==> src/hw/rtl/wah_enc_pkg.sv <==
// Shared constants and types of the WAH bitmap encoder.
`timescale 1ns / 1ps
`default_nettype none
package wah_enc_pkg;

  // Width of one raw bitmap word and of one code word.
  localparam int unsigned WordW    = 64;
  // Bits in one group. A literal code word carries exactly this many bits.
  localparam int unsigned GroupBits = 63;
  // Width of the bitmap length register.
  localparam int unsigned TotalW   = 41;
  // Width of the group count held in a fill word.
  localparam int unsigned FillCntW = 62;
  // Width of the carry count, and the most bits that can stay in the carry.
  localparam int unsigned CarryCntW = 6;
  localparam int unsigned CarryMax  = GroupBits - 1;

  // At most two groups and one flush come from one item.
  localparam int unsigned ResMax  = 3;
  localparam int unsigned ResCntW = 2;

  // Output queue geometry.
  localparam int unsigned QDepth = 4;
  localparam int unsigned QPtrW  = 2;
  localparam int unsigned QCntW  = 3;

  // APB register map: one 64-bit register, so the index is address bit 3.
  localparam int unsigned AddrW    = 4;
  localparam int unsigned ApbDataW = 64;
  localparam logic        RegTotalBits = 1'b0;
  localparam logic [TotalW-1:0] TotalBitsReset = 41'd64;

  // One result item.
  typedef struct packed {
    logic [WordW-1:0] code_word;
    logic             last;
  } code_item_t;

  // Running encoder state between items.
  typedef struct packed {
    logic [CarryMax-1:0]  carry_bits;
    logic [CarryCntW-1:0] carry_count;
    logic [TotalW-1:0]    group_start;
    logic [WordW-1:0]     held_word;
    logic                 held_valid;
  } enc_state_t;

  // Result items produced for one input item, packed from slot 0 upward.
  typedef struct packed {
    logic [ResCntW-1:0]           cnt;
    code_item_t [ResMax-1:0]      item;
  } push_t;

endpackage
`default_nettype wire

==> src/hw/rtl/wah_enc_ifs.sv <==
// Valid/ready channel interfaces for raw bitmap words and WAH code words.
`timescale 1ns / 1ps
`default_nettype none
interface wah_raw_if;
  logic        valid;
  logic        ready;
  logic [63:0] raw_word;
  logic        last_word;

  modport source (output valid, output raw_word, output last_word, input ready);
  modport sink   (input valid, input raw_word, input last_word, output ready);
endinterface

interface wah_code_if;
  logic        valid;
  logic        ready;
  logic [63:0] code_word;
  logic        last;

  modport source (output valid, output code_word, output last, input ready);
  modport sink   (input valid, input code_word, input last, output ready);
endinterface
`default_nettype wire

==> src/hw/rtl/wah_enc_step.sv <==
// Combinational coding of one raw word: grouping, fill merging and flush.
`timescale 1ns / 1ps
`default_nettype none
module wah_enc_step
  import wah_enc_pkg::*;
(
  input  enc_state_t             state_i,
  input  logic [TotalW-1:0]      total_bits_i,
  input  logic [WordW-1:0]       raw_word_i,
  input  logic                   last_word_i,
  output enc_state_t             state_o,
  output push_t                  push_o
);

  typedef struct packed {
    logic             emit;
    logic [WordW-1:0] emit_word;
    logic [WordW-1:0] held_word;
    logic             held_valid;
  } grp_res_t;

  // Zeroes the bits of a group that lie at or beyond the end of the bitmap.
  function automatic logic [GroupBits-1:0] clip_group(
    input logic [GroupBits-1:0] v,
    input logic [TotalW-1:0]    gs,
    input logic [TotalW-1:0]    total
  );
    logic [TotalW-1:0] rem;
    rem = total - gs;
    if (rem < TotalW'(GroupBits)) begin
      return v & ~({GroupBits{1'b1}} << rem[CarryCntW-1:0]);
    end
    return v;
  endfunction

  // Start of the following group, saturating at the bitmap length.
  function automatic logic [TotalW-1:0] next_start(
    input logic [TotalW-1:0] gs,
    input logic [TotalW-1:0] total
  );
    logic [TotalW-1:0] rem;
    rem = total - gs;
    if (rem > TotalW'(GroupBits)) begin
      return gs + TotalW'(GroupBits);
    end
    return total;
  endfunction

  // Codes one group against the held word.
  function automatic grp_res_t code_group(
    input logic [GroupBits-1:0] v,
    input logic [WordW-1:0]     hw,
    input logic                 hv
  );
    grp_res_t r;
    logic     is_fill;
    logic     ones;
    ones    = &v;
    is_fill = (v == '0) || ones;
    r.emit       = 1'b0;
    r.emit_word  = hw;
    r.held_word  = hw;
    r.held_valid = hv;
    if (is_fill && hv && hw[WordW-1] && (hw[WordW-2] == ones) && !(&hw[FillCntW-1:0])) begin
      r.held_word = hw + WordW'(1);
    end else begin
      r.emit       = hv;
      r.held_word  = is_fill ? {1'b1, ones, FillCntW'(1)} : {1'b0, v};
      r.held_valid = 1'b1;
    end
    return r;
  endfunction

  logic [CarryCntW-1:0]   c;
  logic [2*WordW-1:0]     win;
  logic [GroupBits-1:0]   grp_a;
  logic [GroupBits-1:0]   grp_b;
  logic                   a_en;
  logic                   b_en;
  logic [TotalW-1:0]      gs_a;
  logic [TotalW-1:0]      gs_b;
  grp_res_t               res_a;
  grp_res_t               res_b;
  logic                   flush;
  code_item_t             item_a;
  code_item_t             item_b;
  code_item_t             item_f;

  // The carry never holds 63 bits; a count of 63 is read as empty.
  assign c   = (state_i.carry_count == '1) ? '0 : state_i.carry_count;
  assign win = {{(2*WordW-CarryMax){1'b0}}, state_i.carry_bits}
             | ({{WordW{1'b0}}, raw_word_i} << c);

  // The first group always has enough bits; the second one has them only
  // with a full carry, or as the padded leftover group at the end.
  assign a_en = state_i.group_start < total_bits_i;
  assign gs_a = a_en ? next_start(state_i.group_start, total_bits_i) : state_i.group_start;
  assign b_en = a_en && (gs_a < total_bits_i) && ((c >= CarryCntW'(CarryMax)) || last_word_i);
  assign gs_b = b_en ? next_start(gs_a, total_bits_i) : gs_a;

  assign grp_a = clip_group(win[GroupBits-1:0], state_i.group_start, total_bits_i);
  assign grp_b = clip_group(win[2*GroupBits-1:GroupBits], gs_a, total_bits_i);

  always_comb begin
    if (a_en) begin
      res_a = code_group(grp_a, state_i.held_word, state_i.held_valid);
    end else begin
      res_a = '{emit: 1'b0, emit_word: state_i.held_word,
                held_word: state_i.held_word, held_valid: state_i.held_valid};
    end
    if (b_en) begin
      res_b = code_group(grp_b, res_a.held_word, res_a.held_valid);
    end else begin
      res_b = '{emit: 1'b0, emit_word: res_a.held_word,
                held_word: res_a.held_word, held_valid: res_a.held_valid};
    end
  end

  assign flush  = last_word_i && res_b.held_valid;
  assign item_a = '{code_word: res_a.emit_word, last: 1'b0};
  assign item_b = '{code_word: res_b.emit_word, last: 1'b0};
  assign item_f = '{code_word: res_b.held_word, last: 1'b1};

  // Pack the produced items in order into the low slots.
  always_comb begin
    push_o.cnt     = ResCntW'({1'b0, res_a.emit} + {1'b0, res_b.emit} + {1'b0, flush});
    push_o.item[0] = res_a.emit ? item_a : (res_b.emit ? item_b : item_f);
    push_o.item[1] = (res_a.emit && res_b.emit) ? item_b : item_f;
    push_o.item[2] = item_f;
  end

  always_comb begin
    state_o = '0;
    if (!last_word_i) begin
      state_o.group_start = gs_b;
      state_o.held_word   = res_b.held_word;
      state_o.held_valid  = res_b.held_valid;
      if ((gs_b < total_bits_i) && !b_en) begin
        state_o.carry_count = c + CarryCntW'(1);
        state_o.carry_bits  = win[GroupBits+CarryMax-1:GroupBits];
      end
    end
  end

endmodule
`default_nettype wire

==> src/hw/rtl/wah_enc_outq.sv <==
// Small result queue that takes up to three code words per cycle.
`timescale 1ns / 1ps
`default_nettype none
module wah_enc_outq
  import wah_enc_pkg::*;
(
  input  logic       clk_i,
  input  logic       rst_ni,
  input  push_t      push_i,
  input  logic       pop_i,
  output code_item_t head_o,
  output logic       valid_o,
  output logic       room_o
);

  code_item_t       mem [QDepth];
  logic [QPtrW-1:0] wr_ptr_q, wr_ptr_d;
  logic [QPtrW-1:0] rd_ptr_q, rd_ptr_d;
  logic [QCntW-1:0] count_q, count_d;

  always_ff @(posedge clk_i) begin
    for (int k = 0; k < ResMax; k++) begin
      if (ResCntW'(k) < push_i.cnt) begin
        mem[wr_ptr_q + QPtrW'(k)] <= push_i.item[k];
      end
    end
  end

  assign wr_ptr_d = wr_ptr_q + QPtrW'(push_i.cnt);
  assign rd_ptr_d = rd_ptr_q + QPtrW'(pop_i);
  assign count_d  = count_q + QCntW'(push_i.cnt) - QCntW'(pop_i);

  always_ff @(posedge clk_i or negedge rst_ni) begin
    if (!rst_ni) begin
      wr_ptr_q <= '0;
      rd_ptr_q <= '0;
      count_q  <= '0;
    end else begin
      wr_ptr_q <= wr_ptr_d;
      rd_ptr_q <= rd_ptr_d;
      count_q  <= count_d;
    end
  end

  assign head_o  = mem[rd_ptr_q];
  assign valid_o = count_q != '0;
  // A full item may add three words, so at most one may wait beforehand.
  assign room_o  = count_q <= QCntW'(QDepth - ResMax);

  a_count_bound : assert property (@(posedge clk_i) disable iff (!rst_ni)
    count_q <= QCntW'(QDepth))
    else $error("result queue count exceeds its depth");

  a_push_fits : assert property (@(posedge clk_i) disable iff (!rst_ni)
    (push_i.cnt != '0) |-> room_o)
    else $error("result words pushed without room in the queue");

endmodule
`default_nettype wire

==> src/hw/rtl/wah_bitmap_encoder_core.sv <==
// Top level of the WAH bitmap encoder: input register, state, APB register and result queue.
`timescale 1ns / 1ps
`default_nettype none
// Streaming Word-Aligned Hybrid encoder for 64-bit raw bitmap words. Each raw
// word (bit 0 first) is regrouped into 63-bit groups; all-zero and all-one
// groups extend a held fill word, other groups become literal words, and the
// held word goes out when a different word replaces it. The item marked
// last_word closes the bitmap: the leftover bits form one zero-padded group,
// the held word is sent with last set, and the stream state clears. The
// bitmap length total_bits is an APB register at address 0 (reset 64); write
// it only while the block is idle. Rate: one raw word can be accepted every
// cycle while the result queue has room. A word is held in the input
// register, where the grouping and fill merging are done in a single pass,
// and its code words enter a four-entry result queue at the edge where the
// word leaves that register. The first of them is offered on the output
// right after that edge. The output port drains one code word per cycle
// while the consumer is ready; the input register moves on only while at
// most one code word is waiting, so a word is taken every cycle as long as
// each word yields at most one code word and the output keeps up. A word
// that yields more holds the input until the queue has drained back to one
// waiting code word.
module wah_bitmap_encoder_core
  import wah_enc_pkg::*;
(
  input  logic                clk_i,
  input  logic                rst_ni,
  wah_raw_if.sink             in_ch,
  wah_code_if.source          out_ch,
  input  logic                psel,
  input  logic                penable,
  input  logic                pwrite,
  input  logic [AddrW-1:0]    paddr,
  input  logic [ApbDataW-1:0] pwdata,
  output logic [ApbDataW-1:0] prdata,
  output logic                pready
);

  logic                in_valid_q, in_valid_d;
  logic [WordW-1:0]    raw_q;
  logic                last_q;
  logic [TotalW-1:0]   total_q;
  enc_state_t          state_q;
  enc_state_t          state_d;
  push_t               step_push;
  push_t               q_push;
  code_item_t          q_head;
  logic                q_valid;
  logic                q_room;
  logic                advance;
  logic                accept;
  logic                pop;
  logic                cfg_wr;

  // The input register hands its word to the coding logic whenever the
  // queue can take everything that word may produce.
  assign advance     = in_valid_q && q_room;
  assign in_ch.ready = !in_valid_q || advance;
  assign accept      = in_ch.valid && in_ch.ready;
  assign in_valid_d  = accept || (in_valid_q && !advance);

  always_ff @(posedge clk_i or negedge rst_ni) begin
    if (!rst_ni) begin
      in_valid_q <= 1'b0;
    end else begin
      in_valid_q <= in_valid_d;
    end
  end

  always_ff @(posedge clk_i) begin
    if (accept) begin
      raw_q  <= in_ch.raw_word;
      last_q <= in_ch.last_word;
    end
  end

  wah_enc_step u_step (
    .state_i      (state_q),
    .total_bits_i (total_q),
    .raw_word_i   (raw_q),
    .last_word_i  (last_q),
    .state_o      (state_d),
    .push_o       (step_push)
  );

  // Stream state moves only when a word is actually coded.
  always_ff @(posedge clk_i or negedge rst_ni) begin
    if (!rst_ni) begin
      state_q <= '0;
    end else if (advance) begin
      state_q <= state_d;
    end
  end

  always_comb begin
    q_push = step_push;
    if (!advance) begin
      q_push.cnt = '0;
    end
  end

  assign pop = out_ch.valid && out_ch.ready;

  wah_enc_outq u_outq (
    .clk_i   (clk_i),
    .rst_ni  (rst_ni),
    .push_i  (q_push),
    .pop_i   (pop),
    .head_o  (q_head),
    .valid_o (q_valid),
    .room_o  (q_room)
  );

  assign out_ch.valid     = q_valid;
  assign out_ch.code_word = q_head.code_word;
  assign out_ch.last      = q_head.last;

  // APB register: zero wait states, writes on the access phase.
  assign pready = 1'b1;
  assign cfg_wr = psel && penable && pwrite && pready && (paddr[3] == RegTotalBits);

  always_ff @(posedge clk_i or negedge rst_ni) begin
    if (!rst_ni) begin
      total_q <= TotalBitsReset;
    end else if (cfg_wr) begin
      total_q <= pwdata[TotalW-1:0];
    end
  end

  always_comb begin
    prdata = '0;
    if (paddr[3] == RegTotalBits) begin
      prdata = {{(ApbDataW-TotalW){1'b0}}, total_q};
    end
  end

  a_last_clears : assert property (@(posedge clk_i) disable iff (!rst_ni)
    (advance && last_q) |=> (state_q.carry_count == '0) && !state_q.held_valid
                            && (state_q.group_start == '0))
    else $error("stream state not cleared after the last word");

  a_carry_bound : assert property (@(posedge clk_i) disable iff (!rst_ni)
    state_q.carry_count <= CarryCntW'(CarryMax))
    else $error("carry holds a full group or more");

endmodule
`default_nettype wire
==> src/flat_wrapper.sv <==
// flat-port wrapper written by rule: the top's interface ports become plain ports
module wah_bitmap_encoder_core_flat import wah_enc_pkg::*;
  (clk_i, rst_ni, psel, penable, pwrite, paddr, pwdata, prdata, pready, in_ch_valid, in_ch_raw_word, in_ch_last_word, in_ch_ready, out_ch_valid, out_ch_code_word, out_ch_last, out_ch_ready);
  wah_raw_if in_ch_i ();
  wah_code_if out_ch_i ();
  input  logic clk_i;
  input  logic rst_ni;
  input  logic psel;
  input  logic penable;
  input  logic pwrite;
  input  logic [AddrW-1:0] paddr;
  input  logic [ApbDataW-1:0] pwdata;
  output logic [ApbDataW-1:0] prdata;
  output logic pready;
  input wire logic [$bits(in_ch_i.valid)-1:0] in_ch_valid;
  input wire logic [$bits(in_ch_i.raw_word)-1:0] in_ch_raw_word;
  input wire logic [$bits(in_ch_i.last_word)-1:0] in_ch_last_word;
  output wire logic [$bits(in_ch_i.ready)-1:0] in_ch_ready;
  output wire logic [$bits(out_ch_i.valid)-1:0] out_ch_valid;
  output wire logic [$bits(out_ch_i.code_word)-1:0] out_ch_code_word;
  output wire logic [$bits(out_ch_i.last)-1:0] out_ch_last;
  input wire logic [$bits(out_ch_i.ready)-1:0] out_ch_ready;
  assign in_ch_i.valid = in_ch_valid;
  assign in_ch_i.raw_word = in_ch_raw_word;
  assign in_ch_i.last_word = in_ch_last_word;
  assign in_ch_ready = in_ch_i.ready;
  assign out_ch_valid = out_ch_i.valid;
  assign out_ch_code_word = out_ch_i.code_word;
  assign out_ch_last = out_ch_i.last;
  assign out_ch_i.ready = out_ch_ready;
  wah_bitmap_encoder_core u_core (.clk_i(clk_i), .rst_ni(rst_ni), .in_ch(in_ch_i), .out_ch(out_ch_i), .psel(psel), .penable(penable), .pwrite(pwrite), .paddr(paddr), .pwdata(pwdata), .prdata(prdata), .pready(pready));
endmodule
==> config.mk <==
export PLATFORM = sky130hd
export DESIGN_NAME = wah_bitmap_encoder_core_flat
export DESIGN_NICKNAME = d
export VERILOG_FILES = /design/src/hw/rtl/wah_enc_pkg.sv /design/src/hw/rtl/wah_enc_ifs.sv /design/src/hw/rtl/wah_enc_step.sv /design/src/hw/rtl/wah_enc_outq.sv /design/src/hw/rtl/wah_bitmap_encoder_core.sv /design/src/flat_wrapper.sv
export SDC_FILE = /design/constraint.sdc
export NUM_CORES = 2
export LEC_CHECK = 0
export BUFFER_PORTS_ARGS = -buffer_cell sky130_fd_sc_hd__buf_2
export CAP_MARGIN = 20
export CELL_PAD_IN_SITES_DETAIL_PLACEMENT = 1
export CELL_PAD_IN_SITES_GLOBAL_PLACEMENT = 2
export CORE_UTILIZATION = 38
export DETAILED_ROUTE_END_ITERATION = 8
export HOLD_SLACK_MARGIN = 0.02
export PLACE_DENSITY_LB_ADDON = 0.15
export SKIP_LAST_GASP = 1
export SYNTH_ARGS = -nofsm -noshare
export SYNTH_HDL_FRONTEND = slang
export SYNTH_HIERARCHICAL = 1
export SYNTH_SLANG_ARGS = --single-unit
==> constraint.sdc <==
create_clock -name clk_i -period 20 [get_ports clk_i]
set_clock_uncertainty 0.05 [all_clocks]
set_input_delay 3 -clock clk_i [delete_from_list [all_inputs] [get_ports clk_i]]
set_output_delay 3 -clock clk_i [all_outputs]
set_load 0.02 [all_outputs]
==> flow_summary.toml <==
[pwr]
p_clk_share_pct = 12.3
comb_power_share_pct = 70.9
p_switching_mw = 6.75
p_per_area_mw_per_mm2 = 178
power_frac_seq_pct = 16.8
leakagePower_nw = 25.4
p_int_mw = 4.91
p_total_mw = 11.7
switching_share_pct = 57.9
peakVddDrop_mv = 0.159

[sta]
finalSetupViolCount = 0
period_needed_ps = 16470
slew_viol_final = 0
finalCritPeriodShare_pct = 82.4
hold_violations = 0
finalSetupTns_ps = 0
max_freq_mhz = 60.7
finalWorstSetupSlack_ps = 3530
max_slew.worst_pin.slew_ps = 1260
fin_hold_ws_ps = 431
rsz0062_at_grt = "false"
relSlewSlack_pct = 16.0

[floorplan]
core-area_mm2 = 0.158
dieArea_mm2 = 0.161
die_x_um = 402
die_y_um = 402
initial_utilization_pct = 38.3
pin_count = 272
row_count = 146

[drt]
ant_nets = 0
wirelength_um = 313000
routed_via_density = 6.84
wire_per_inst_um = 31.9
drtIter0Drc = 7336
drtPass1Iterations = 6
drc = 0
route.vias.total = 67238

[global_route]
grt_pass1_vias = 65958
grt_max_degree = 131
grt_pass1_wl_um = 458000
antenna_found_initial = 14
grt_usage_pct = 37.5
gr-total-overflow = 0

[cells_and_area]
area_delta_synth_final_pct = 8.05
mostFrequentLayoutCell = "nand2_1"
layout_common_cells = "nand2_1 (1,103), nor2_1 (807), a21oi_1 (594), o21ai_0 (374), a31oi_1 (353)"
nNetsFinal = 7955
final_layout_size_suffix_gt1_share_pct = 13.7
final_area_mm2 = 0.0656

[yosys]
synthDistinctLibCells = 132
ys_ff_latch = 548
ys_seq_area_share_pct = 25.3
synth_cells = 7826
netlist_area_mm2 = 0.0607
syn_avg_cell_area_um2 = 7.75
ys_warn_count = 6
ys_async_sr_fraction_pct = 40.7
ys.flop_type = "edfxtp_1"
synth_edf_count = 325

[cts]
cts_tree = "built"
clkSinkCount = 548
h-tree-depth = 3
cts-root-buf = "clkbuf_16"
clkLatencyLatePin_ps = 750
ctsResizeCount = 0
postCtsSetupBuffers = 0
hold_buffers = 0
numCtsBuffers = 73
clockBufferDepth = 3
cts.clk_slew.worst_paths_ps = 60

[place]
gp_congestion = 1.04
post-place-ws_ps = 3950
portBuffers = 221
hpwl_um = 228000
placed_cell_area_mm2 = 0.0630

[worst_setup_path]
rrSetupSlack_ps = 3530
path_class = "reg -> reg"
crit_required_ps = 20310
crit_fanout = 35
arrival_ps = 16780
crit_end = "u_core/u_outq/mem[3][52]"
reg2reg_depth = 39
cp_slowest_cell = "o41ai_1"
startpoint_type = "register"
crit_path_start = "u_core/state_q[66]"
cp-end-kind = "register"
r2r_end = "u_core/u_outq/mem[3][52]"
crit_path_max_incr_delay_ps = 830
r2r-start = "u_core/state_q[66]"

[run_status]
status = "finished clean"

[worst_hold_path]
hp-class = "reg -> reg"

[job]
maxCapViolCount = 0
-- area by class of cell --
type	count	area [um2]
Clock buffer	92	2000
Inverter	229	860
Timing Repair Buffer	434	2850
Clock inverter	40	469
Antenna cell	5	12.5
Multi-Input combinational cell	6404	41400
Fill cell	19222	92800
Sequential cell	548	15400
Tap cell	2072	2590
-- synthesized netlist by cell type (all sizes together), types with 72 or more instances --
master	n	area [um2]
a211oi	81	646
a21o	72	541
a21oi	605	3070
a31oi	355	2230
and2	135	845
and3	94	588
buf	389	2480
clkbuf	278	1040
dfrtp	222	5560
edfxtp	325	9760
ha	122	1530
inv	227	852
mux2	245	3360
mux2i	126	1260
mux4	74	1670
nand2	1110	4180
nand3	205	1040
nand4	131	826
nor2	817	3120
nor2b	81	507
nor3	196	1050
o211ai	171	1310
o21ai	420	2140
o22ai	103	644
-- metrics by stage --
step                std cells  util, %
floorplan                7848        -
global placement         9683     39.8
detailed placement       9684     39.8
CTS                      9816     41.4
global route             9819     41.4
finish                   9824     41.4
-- sequential cells by signal (all words and copies together) (netlist names) --
signal                  cells
u_core/u_outq/mem         260
u_core/u_outq/wr_ptr_q      2
u_core/total_q             41
u_core/u_outq/rd_ptr_q      2
u_core/raw_q               64
u_core/u_outq/count_q       3
u_core/last_q               1
u_core/state_q            174
u_core/in_valid_q           1
-- logic make-up (layout without fill, tap and decap cells) --
kind of cell | Yosys count | after routing | synth area share, %
and+or+nand+nor | 3195 | 3195 | 25.4
AOI/OAI and AO/OA | 2517 | 2517 | 27.7
buffers and inverters | 896 | 795 | 7.23
DFF | 548 | 548 | 25.3
muxes | 445 | 445 | 10.4
adders and majority gates | 133 | 133 | 2.75
xor gates and xnor gates | 89 | 89 | 1.31
other | 3 | 30 | 0.0186
-- critical path, delay by kind of cell, from the launching register on --
kind,cells,cell delay [ps]
xor gates and xnor gates,2,280
and+or+nand+nor,14,5190
AOI/OAI and AO/OA,13,6200
buffers and inverters,7,2020
adders and majority gates,3,1500
DFF,1,560
-- layer usage --
metal	GRT usage, %	up-vias	wire [um]
met5	0	-	108
met4	15.6	16	14200
met1	50.5	34013	132000
met3	7.65	728	28600
met2	58.1	3393	138000
li1	-	29088	-
-- worst min path at each step --
stage	endpoint	from	depth (start not counted)	slack, ps
CTS	u_core/u_outq/count_q[2]	u_core/u_outq/count_q[2]	1	430
finish	u_core/u_outq/count_q[2]	u_core/u_outq/count_q[2]	1	430
global placement	u_core/u_outq/count_q[2]	u_core/u_outq/count_q[2]	1	420
floorplan	u_core/u_outq/count_q[2]	u_core/u_outq/count_q[2]	1	400
detailed placement	u_core/u_outq/count_q[2]	u_core/u_outq/count_q[2]	1	420
global route	u_core/u_outq/count_q[2]	u_core/u_outq/count_q[2]	1	470
-- power by group through the flow --
stage                     logic (mW)  registers (mW)  clock network (mW)
after floorplan                 5.11            1.76                   0
after global placement          7.79            1.96                   0
after detailed placement        7.91            1.97                   0
after CTS                       7.95            1.95                1.46
after global routing            8.59            1.99                1.49
final                           8.26            1.96                1.43
(Power assumes the default switching activity.)
